File: config.mk
export PLATFORM = sky130hd
export DESIGN_NAME = pcc_datapath
export DESIGN_NICKNAME = d
export VERILOG_FILES = /design/src/pcc_pkg.sv /design/src/pcc_datapath.sv
export SDC_FILE = /design/constraint.sdc
export NUM_CORES = 2
export LEC_CHECK = 0
export ABC_AREA = 1
export ABC_CLOCK_PERIOD_IN_PS = 29900
export BUFFER_PORTS_ARGS = -buffer_cell sky130_fd_sc_hd__buf_4
export CAP_MARGIN = 20
export CORE_MARGIN = 5
export CORE_UTILIZATION = 35
export CTS_BUF_LIST = sky130_fd_sc_hd__clkbuf_16
export CTS_CLUSTER_DIAMETER = 120
export CTS_CLUSTER_SIZE = 16
export DETAILED_ROUTE_END_ITERATION = 6
export MAX_ROUTING_LAYER = met4
export PLACE_DENSITY_LB_ADDON = 0.1
export SLEW_MARGIN = 40
export SYNTH_ARGS = -nofsm -noshare
export SYNTH_HDL_FRONTEND = slang
export SYNTH_SLANG_ARGS = --single-unit
export TNS_END_PERCENT = 30
File: constraint.sdc
create_clock -name clock -period 29.9 [get_ports clock]
set_input_delay 5.98 -clock clock [delete_from_list [all_inputs] [get_ports clock]]
set_output_delay 5.98 -clock clock [all_outputs]
set_load 0.03 [all_outputs]
File: src/pcc_pkg.sv
// types, codes and microcode rom of the clamped pid controller
`timescale 1ns / 1ps
`default_nettype none

package pcc_pkg;

   // request and response payloads
   typedef struct packed {
      logic signed [31:0] measurement;
      logic        [31:0] time_step;
   } req_type;

   typedef struct packed {
      logic signed [31:0] drive;
      logic               output_clamped;
      logic               zero_step;
   } rsp_type;

   // configuration registers
   typedef struct packed {
      logic signed [31:0] target_value;
      logic signed [31:0] gain_p;
      logic signed [31:0] gain_i;
      logic signed [31:0] gain_d;
      logic        [30:0] integral_limit;
      logic        [30:0] output_limit;
   } cfg_type;

   // register indexes on the csr port
   localparam int REG_W = 3;
   localparam logic [REG_W-1:0] REG_TARGET    = 3'd0;
   localparam logic [REG_W-1:0] REG_GAIN_P    = 3'd1;
   localparam logic [REG_W-1:0] REG_GAIN_I    = 3'd2;
   localparam logic [REG_W-1:0] REG_GAIN_D    = 3'd3;
   localparam logic [REG_W-1:0] REG_INT_LIMIT = 3'd4;
   localparam logic [REG_W-1:0] REG_OUT_LIMIT = 3'd5;

   // divider loop length, one quotient bit per step
   localparam int DIV_STEPS = 64;
   localparam int CNT_W     = $clog2(DIV_STEPS);
   localparam logic [CNT_W-1:0] DIV_LAST = CNT_W'(DIV_STEPS - 1);

   // datapath operations
   typedef enum logic [3:0] {
      OP_NOP,
      OP_LOAD,
      OP_PREP,
      OP_MUL_ERR_DT,
      OP_INTEG,
      OP_MUL_P,
      OP_TERM_P,
      OP_MUL_I,
      OP_TERM_I,
      OP_MUL_D,
      OP_DIV_INIT,
      OP_DIV_STEP,
      OP_DIV_FIX,
      OP_ADD_D,
      OP_OUTPUT
   } op_type;

   // sequencing conditions
   typedef enum logic [2:0] {
      COND_NEXT,
      COND_WAIT_REQ,
      COND_WAIT_RSP,
      COND_IF_ZERO,
      COND_LOOP,
      COND_GOTO
   } cond_type;

   localparam int STEP_W = 4;
   typedef logic [STEP_W-1:0] step_type;

   // program addresses
   localparam step_type STEP_FETCH   = 4'd0;
   localparam step_type STEP_PREP    = 4'd1;
   localparam step_type STEP_MUL_EDT = 4'd2;
   localparam step_type STEP_INTEG   = 4'd3;
   localparam step_type STEP_MUL_P   = 4'd4;
   localparam step_type STEP_TERM_P  = 4'd5;
   localparam step_type STEP_MUL_I   = 4'd6;
   localparam step_type STEP_TERM_I  = 4'd7;
   localparam step_type STEP_MUL_D   = 4'd8;
   localparam step_type STEP_DIV_IN  = 4'd9;
   localparam step_type STEP_DIV_LP  = 4'd10;
   localparam step_type STEP_DIV_FIX = 4'd11;
   localparam step_type STEP_ADD_D   = 4'd12;
   localparam step_type STEP_OUTPUT  = 4'd13;

   typedef struct packed {
      op_type   op;
      cond_type cond;
      step_type target;
   } ctrl_word_type;

   // sequencer to datapath
   typedef struct packed {
      logic   fire;
      op_type op;
   } ctrl_type;

   // microcode program
   function automatic ctrl_word_type micro_rom(input step_type pc);
      ctrl_word_type w;
      begin
         unique case (pc)
            STEP_FETCH:   w = '{OP_LOAD,       COND_WAIT_REQ, STEP_FETCH};
            STEP_PREP:    w = '{OP_PREP,       COND_NEXT,     STEP_FETCH};
            STEP_MUL_EDT: w = '{OP_MUL_ERR_DT, COND_NEXT,     STEP_FETCH};
            STEP_INTEG:   w = '{OP_INTEG,      COND_NEXT,     STEP_FETCH};
            STEP_MUL_P:   w = '{OP_MUL_P,      COND_NEXT,     STEP_FETCH};
            STEP_TERM_P:  w = '{OP_TERM_P,     COND_NEXT,     STEP_FETCH};
            STEP_MUL_I:   w = '{OP_MUL_I,      COND_NEXT,     STEP_FETCH};
            STEP_TERM_I:  w = '{OP_TERM_I,     COND_NEXT,     STEP_FETCH};
            STEP_MUL_D:   w = '{OP_MUL_D,      COND_NEXT,     STEP_FETCH};
            STEP_DIV_IN:  w = '{OP_DIV_INIT,   COND_IF_ZERO,  STEP_OUTPUT};
            STEP_DIV_LP:  w = '{OP_DIV_STEP,   COND_LOOP,     STEP_DIV_LP};
            STEP_DIV_FIX: w = '{OP_DIV_FIX,    COND_NEXT,     STEP_FETCH};
            STEP_ADD_D:   w = '{OP_ADD_D,      COND_NEXT,     STEP_FETCH};
            STEP_OUTPUT:  w = '{OP_OUTPUT,     COND_WAIT_RSP, STEP_FETCH};
            default:      w = '{OP_NOP,        COND_GOTO,     STEP_FETCH};
         endcase
         return w;
      end
   endfunction

endpackage

`default_nettype wire

File: src/pcc_datapath.sv
// registers, shared multiplier, clamp and divider step of the pid controller
`timescale 1ns / 1ps
`default_nettype none

module pcc_datapath (
   input  wire logic              clock,
   input  wire logic              reset,
   input  wire pcc_pkg::ctrl_type ctrl,
   input  wire pcc_pkg::cfg_type  cfg,
   input  wire logic              clear_integral,
   input  wire pcc_pkg::req_type  req_data,
   output logic                   zero_step,
   output pcc_pkg::rsp_type       rsp_data
);
   import pcc_pkg::*;

   localparam logic [63:0] DTERM_SAT = 64'h4000_0000_0000_0000;

   logic signed [31:0] meas_ff, meas_in;
   logic        [31:0] dt_ff, dt_in;
   logic signed [31:0] err_ff, err_in;
   logic signed [32:0] diff_ff, diff_in;
   logic               zero_ff, zero_in;
   logic signed [63:0] prod_ff, prod_in;
   logic signed [63:0] sum_ff, sum_in;
   logic        [63:0] num_ff, num_in;
   logic        [31:0] rem_ff, rem_in;
   logic               neg_ff, neg_in;
   logic signed [31:0] integ_ff, integ_in;
   logic signed [31:0] prev_ff, prev_in;
   rsp_type            rsp_ff, rsp_in;

   logic signed [32:0] err_wide;
   logic signed [32:0] mul_a, mul_b;
   logic signed [65:0] mul_p;
   logic signed [63:0] shifted;
   logic signed [63:0] integ_acc;
   logic signed [63:0] integ_clamped;
   logic signed [63:0] drive_clamped;
   logic signed [63:0] out_lim;
   logic               out_hit;
   logic        [32:0] trial;
   logic               trial_ge;
   logic        [32:0] trial_diff;
   logic        [63:0] dmag;

   // symmetric clamp, upper test first
   function automatic logic signed [63:0] clamp_sym(input logic signed [63:0] x,
                                                    input logic [30:0] lim);
      logic signed [63:0] l;
      begin
         l = signed'({33'd0, lim});
         if (x >= l) return l;
         else if (x <= -l) return -l;
         else return x;
      end
   endfunction

   // wide error, saturated to 32 bits in the prep step
   assign err_wide = 33'(cfg.target_value) - 33'(meas_ff);

   // shared multiplier operand select
   always_comb begin
      mul_a = 33'(err_ff);
      mul_b = signed'({1'b0, dt_ff});
      case (ctrl.op)
         OP_MUL_P: begin
            mul_a = 33'(cfg.gain_p);
            mul_b = 33'(err_ff);
         end
         OP_MUL_I: begin
            mul_a = 33'(cfg.gain_i);
            mul_b = 33'(integ_ff);
         end
         OP_MUL_D: begin
            mul_a = 33'(cfg.gain_d);
            mul_b = diff_ff;
         end
         default: begin
            mul_a = 33'(err_ff);
            mul_b = signed'({1'b0, dt_ff});
         end
      endcase
   end

   assign mul_p = mul_a * mul_b;

   // product scaled back to q16.16 with floor rounding
   assign shifted = {{16{prod_ff[63]}}, prod_ff[63:16]};

   // integral and drive clamps
   assign integ_acc     = 64'(integ_ff) + shifted;
   assign integ_clamped = clamp_sym(integ_acc, cfg.integral_limit);
   assign drive_clamped = clamp_sym(sum_ff, cfg.output_limit);
   assign out_lim       = signed'({33'd0, cfg.output_limit});
   assign out_hit       = (sum_ff >= out_lim) || (sum_ff <= -out_lim);

   // restoring divide step on magnitudes
   assign trial      = {rem_ff, num_ff[63]};
   assign trial_ge   = (trial >= {1'b0, dt_ff});
   assign trial_diff = trial - {1'b0, dt_ff};

   // quotient magnitude saturated for the derivative term
   assign dmag = (num_ff > DTERM_SAT) ? DTERM_SAT : num_ff;

   // operation decode
   always_comb begin
      meas_in  = meas_ff;
      dt_in    = dt_ff;
      err_in   = err_ff;
      diff_in  = diff_ff;
      zero_in  = zero_ff;
      prod_in  = prod_ff;
      sum_in   = sum_ff;
      num_in   = num_ff;
      rem_in   = rem_ff;
      neg_in   = neg_ff;
      integ_in = integ_ff;
      prev_in  = prev_ff;
      rsp_in   = rsp_ff;
      if (ctrl.fire) begin
         unique case (ctrl.op) inside
            OP_LOAD: begin
               meas_in = req_data.measurement;
               dt_in   = req_data.time_step;
            end
            OP_PREP: begin
               if (err_wide[32] != err_wide[31]) begin
                  err_in = err_wide[32] ? 32'sh8000_0000 : 32'sh7FFF_FFFF;
               end else begin
                  err_in = err_wide[31:0];
               end
               diff_in = 33'(prev_ff) - 33'(meas_ff);
               zero_in = (dt_ff == '0);
            end
            OP_MUL_ERR_DT, OP_MUL_P, OP_MUL_I, OP_MUL_D: begin
               prod_in = mul_p[63:0];
            end
            OP_INTEG: begin
               integ_in = integ_clamped[31:0];
            end
            OP_TERM_P: begin
               sum_in = shifted;
            end
            OP_TERM_I: begin
               sum_in = sum_ff + shifted;
            end
            OP_DIV_INIT: begin
               neg_in = prod_ff[63];
               num_in = prod_ff[63] ? 64'(-prod_ff) : 64'(prod_ff);
               rem_in = '0;
            end
            OP_DIV_STEP: begin
               rem_in = trial_ge ? trial_diff[31:0] : trial[31:0];
               num_in = {num_ff[62:0], trial_ge};
            end
            OP_DIV_FIX: begin
               num_in = neg_ff ? (~dmag + 64'd1) : dmag;
            end
            OP_ADD_D: begin
               sum_in = sum_ff + signed'(num_ff);
            end
            OP_OUTPUT: begin
               rsp_in.drive          = drive_clamped[31:0];
               rsp_in.output_clamped = out_hit;
               rsp_in.zero_step      = zero_ff;
               prev_in               = meas_ff;
            end
            default: begin
               meas_in = meas_ff;
            end
         endcase
      end
      if (clear_integral) begin
         integ_in = '0;
      end
   end

   // controller state
   always_ff @(posedge clock) begin
      if (reset) begin
         integ_ff <= '0;
         prev_ff  <= '0;
      end else begin
         integ_ff <= integ_in;
         prev_ff  <= prev_in;
      end
   end

   // working registers
   always_ff @(posedge clock) begin
      meas_ff <= meas_in;
      dt_ff   <= dt_in;
      err_ff  <= err_in;
      diff_ff <= diff_in;
      zero_ff <= zero_in;
      prod_ff <= prod_in;
      sum_ff  <= sum_in;
      num_ff  <= num_in;
      rem_ff  <= rem_in;
      neg_ff  <= neg_in;
      rsp_ff  <= rsp_in;
   end

   assign zero_step = zero_ff;
   assign rsp_data  = rsp_ff;

endmodule

`default_nettype wire

==> metrics.json <==
{
  "min_path_type": {"value": "reg -> reg"},
  "grt_start_max_net_pins": {"value": 81},
  "design.die.area": {"value": 237000, "unit": "um2"},
  "vias_in_the_first_global_route": {"value": 72900},
  "post-route-period-util": {"value": 56.6, "unit": "%"},
  "synth.cell_area": {"value": 79500, "unit": "um2"},
  "cp_max_fo": {"value": 47},
  "dominantRegCellSynth": {"value": "edfxtp_1"},
  "synthesis.nets": {"value": 12400},
  "cts_made_buffers": {"value": 36},
  "proportion_of_layout_cells_with_a_drive_suffix_above_1": {"value": 6.37, "unit": "%"},
  "postSynthRegisterBits": {"value": 453},
  "final.setup.worst_slack": {"value": 12.99, "unit": "ns"},
  "postSynthAreaPerCell": {"value": 7.67, "unit": "um2"},
  "end_kind": {"value": "flop"},
  "area.growth.synth_to_final": {"value": 8.95, "unit": "%"},
  "path_type_of_the_worst_setup_path": {"value": "in -> reg"},
  "tritoncts_clock_tree": {"value": "yes"},
  "drc_errors": {"value": 0},
  "dpl.hpwl": {"value": 276, "unit": "mm"},
  "timing.critical_path.slowest_stage_cell": {"value": "clkinv_1"},
  "placement_row_count": {"value": 175},
  "dr.pass1.iters": {"value": 6},
  "clk_transition_reported_paths": {"value": 0.08, "unit": "ns"},
  "worstPathArrival": {"value": 17.29, "unit": "ns"},
  "critical_path.startpoint_type": {"value": "input port"},
  "buffer_ports.inserted": {"value": 296},
  "drt_iter0_markers": {"value": 5814},
  "cap_violations": {"value": 0},
  "layout.cells.most_common_list": {"value": "nand2_1 (2185), inv_1 (1974), nor2_1 (1186)"},
  "antenna_found_initial": {"value": 10},
  "track_usage": {"value": 28.5, "unit": "%"},
  "setup_viol": {"value": 0},
  "cts.htree.levels": {"value": 2},
  "asyncSetResetFlopFracSynth": {"value": 0, "unit": "%"},
  "synth_enable_flop_cells": {"value": 389},
  "yosys.cell_types.count": {"value": 72},
  "post-cts-setup-buffers": {"value": 0},
  "filler_cell_count": {"value": 24100},
  "worst_clock_skew": {"value": 0.0592, "unit": "ns"},
  "period_needed": {"value": 16.91, "unit": "ns"},
  "die_h": {"value": 486, "unit": "um"},
  "grt-ovfl-total": {"value": 0},
  "detail_route.wl_per_cell": {"value": 24.6, "unit": "um"},
  "cts_root_buf": {"value": "clkbuf_16"},
  "finalNetCount": {"value": 12500},
  "routed_wirelength": {"value": 333, "unit": "mm"},
  "postSynthCellCount": {"value": 10400},
  "numClockSinks": {"value": 453},
  "final_antenna_net_count": {"value": 0},
  "gp_congestion": {"value": 0.980},
  "cts.repair.resized": {"value": 0},
  "via_count": {"value": 71000},
  "grt_setup_unrepaired": {"value": "no"},
  "routed_via_density": {"value": 5.24},
  "tightestPinTransition": {"value": 0.907, "unit": "ns"},
  "die_w": {"value": 486, "unit": "um"},
  "boundaryPins": {"value": 297},
  "crit_required": {"value": 30.28, "unit": "ns"},
  "finalMaxSlewViolations": {"value": 0},
  "synth-seq-area-share": {"value": 16.3, "unit": "%"},
  "max_stage_delay_on_crit_path": {"value": 0.71, "unit": "ns"},
  "max_slew_margin": {"value": 39.3, "unit": "%"},
  "result_of_the_run": {"value": "complete, no violations"},
  "cts_hold_repair.buffers": {"value": 0},
  "timing.critical_path.mode_cell": {"value": "fa_1"},
  "holdWs": {"value": 0.475, "unit": "ns"},
  "clock_path_buffers": {"value": 3},
  "clk_latency": {"value": 0.66, "unit": "ns"},
  "floorplan.core_area": {"value": 227000, "unit": "um2"},
  "most_common_library_cell_in_the_layout_ignoring_fill_and_taps": {"value": "nand2_1"},
  "initial_utilization": {"value": 35.1, "unit": "%"},
  "place_ws": {"value": 12.42, "unit": "ns"},
  "timing.setup.tns": {"value": 0, "unit": "ns"},
  "report.final.hold_viol_count": {"value": 0},
  "yosys_warnings": {"value": 0},
  "grt_first_pass_wirelength": {"value": 489, "unit": "mm"},
  "fmax": {"value": 0.0591, "unit": "GHz"}
}
[sequential cells by signal, indices dropped and copies added (netlist names)]
register	flops
diff_ff	33
dt_ff	32
err_ff	32
integ_ff	32
meas_ff	32
neg_ff	1
num_ff	64
prev_ff	32
prod_ff	64
rem_ff	32
rsp_data	34
sum_ff	64
zero_step	1
[path summary, 6_finish.rpt]
check | startpoint | endpoint | slack [ns] | depth (start not counted)
min reg2reg | integ_ff[31] | integ_ff[31] | 0.47 | 2
max reg2reg | integ_ff[3] | prod_ff[61] | 20.03 | 30
min | integ_ff[31] | integ_ff[31] | 0.47 | 2
max | ctrl[2] | prod_ff[51] | 12.99 | 41
[cell usage after synthesis, drive strengths merged, types with 4 or more instances]
cell type,number,area share [%]
edfxtp,389,15
inv,1995,9.4
dfxtp,64,1.6
nand3,323,2.0
buf,107,0.71
nand2,2195,10
a211oi,44,0.42
a2111oi,4,0.044
o2111ai,7,0.077
and3,5,0.039
a21oi,581,3.7
a221oi,11,0.12
o21ai,548,3.6
xor2,189,2.1
o21a,26,0.25
o41ai,8,0.088
fa,1110,28
nand3b,22,0.21
nor3b,4,0.038
a22oi,11,0.10
a21boi,24,0.23
a21o,23,0.22
xnor2,104,1.1
o211ai,25,0.24
clkbuf,220,1.0
nor4,95,0.76
nor2,1219,5.8
o21bai,29,0.27
o31ai,10,0.094
ha,613,9.7
nor3,93,0.67
o221ai,18,0.20
or2,19,0.15
a31oi,55,0.43
nand4,137,1.1
clkinv,14,0.066
[cell type report]
type                            instances  area (um2)  share of cell area (%)
Clock buffer                           36         901                    1.04
Clock inverter                         24         179                   0.207
Sequential cell                       453       13000                    15.0
Antenna cell                            8        20.0                  0.0231
Multi-Input combinational cell       7577       57900                    66.8
Timing Repair Buffer                  435        3340                    3.86
Tap cell                             3009        3760                    4.35
Inverter                             2009        7550                    8.72
[cells by family after synthesis]
kind of cell               share of synthesized area, %
AOI/OAI and AO/OA                                  10.3
xor gates and xnor gates                           3.25
adders and majority gates                          37.6
buffers and inverters                              11.2
DFF                                                16.3
and+or+nand+nor                                    21.3
[stage by stage]
step | instances | area [um2] | utilization, %
after floorplan | 10400 | 79500 | -
after global placement | 13500 | 85300 | 37.6
after detailed placement | 13500 | 85400 | 37.7
after CTS | 13500 | 86500 | 38.2
after global routing | 13500 | 86600 | 38.2
final | 13600 | 86600 | 38.2
[metal layers]
layer / track usage, % / routed length, um / vias up
met5: - / 0 / -
met2: 46.1 / 155000 / 2477
li1: - / - / 33000
met4: 9.21 / 13200 / 0
met3: 3.89 / 21500 / 465
met1: 37.1 / 144000 / 35100
[worst max-delay path: cells and delay by family]
kind	cells	cell delay (ns)
adder cells (fa/ha/maj)	9	4.32
AND/OR/NAND/NOR	13	2.01
AO/OA/AOI/OAI	4	1.10
XOR/XNOR	1	0.10
buffers and inverters	14	3.68
Power is not shown: default switching activity piles up to over one toggle a cycle in this logic, so the estimate is an artifact.
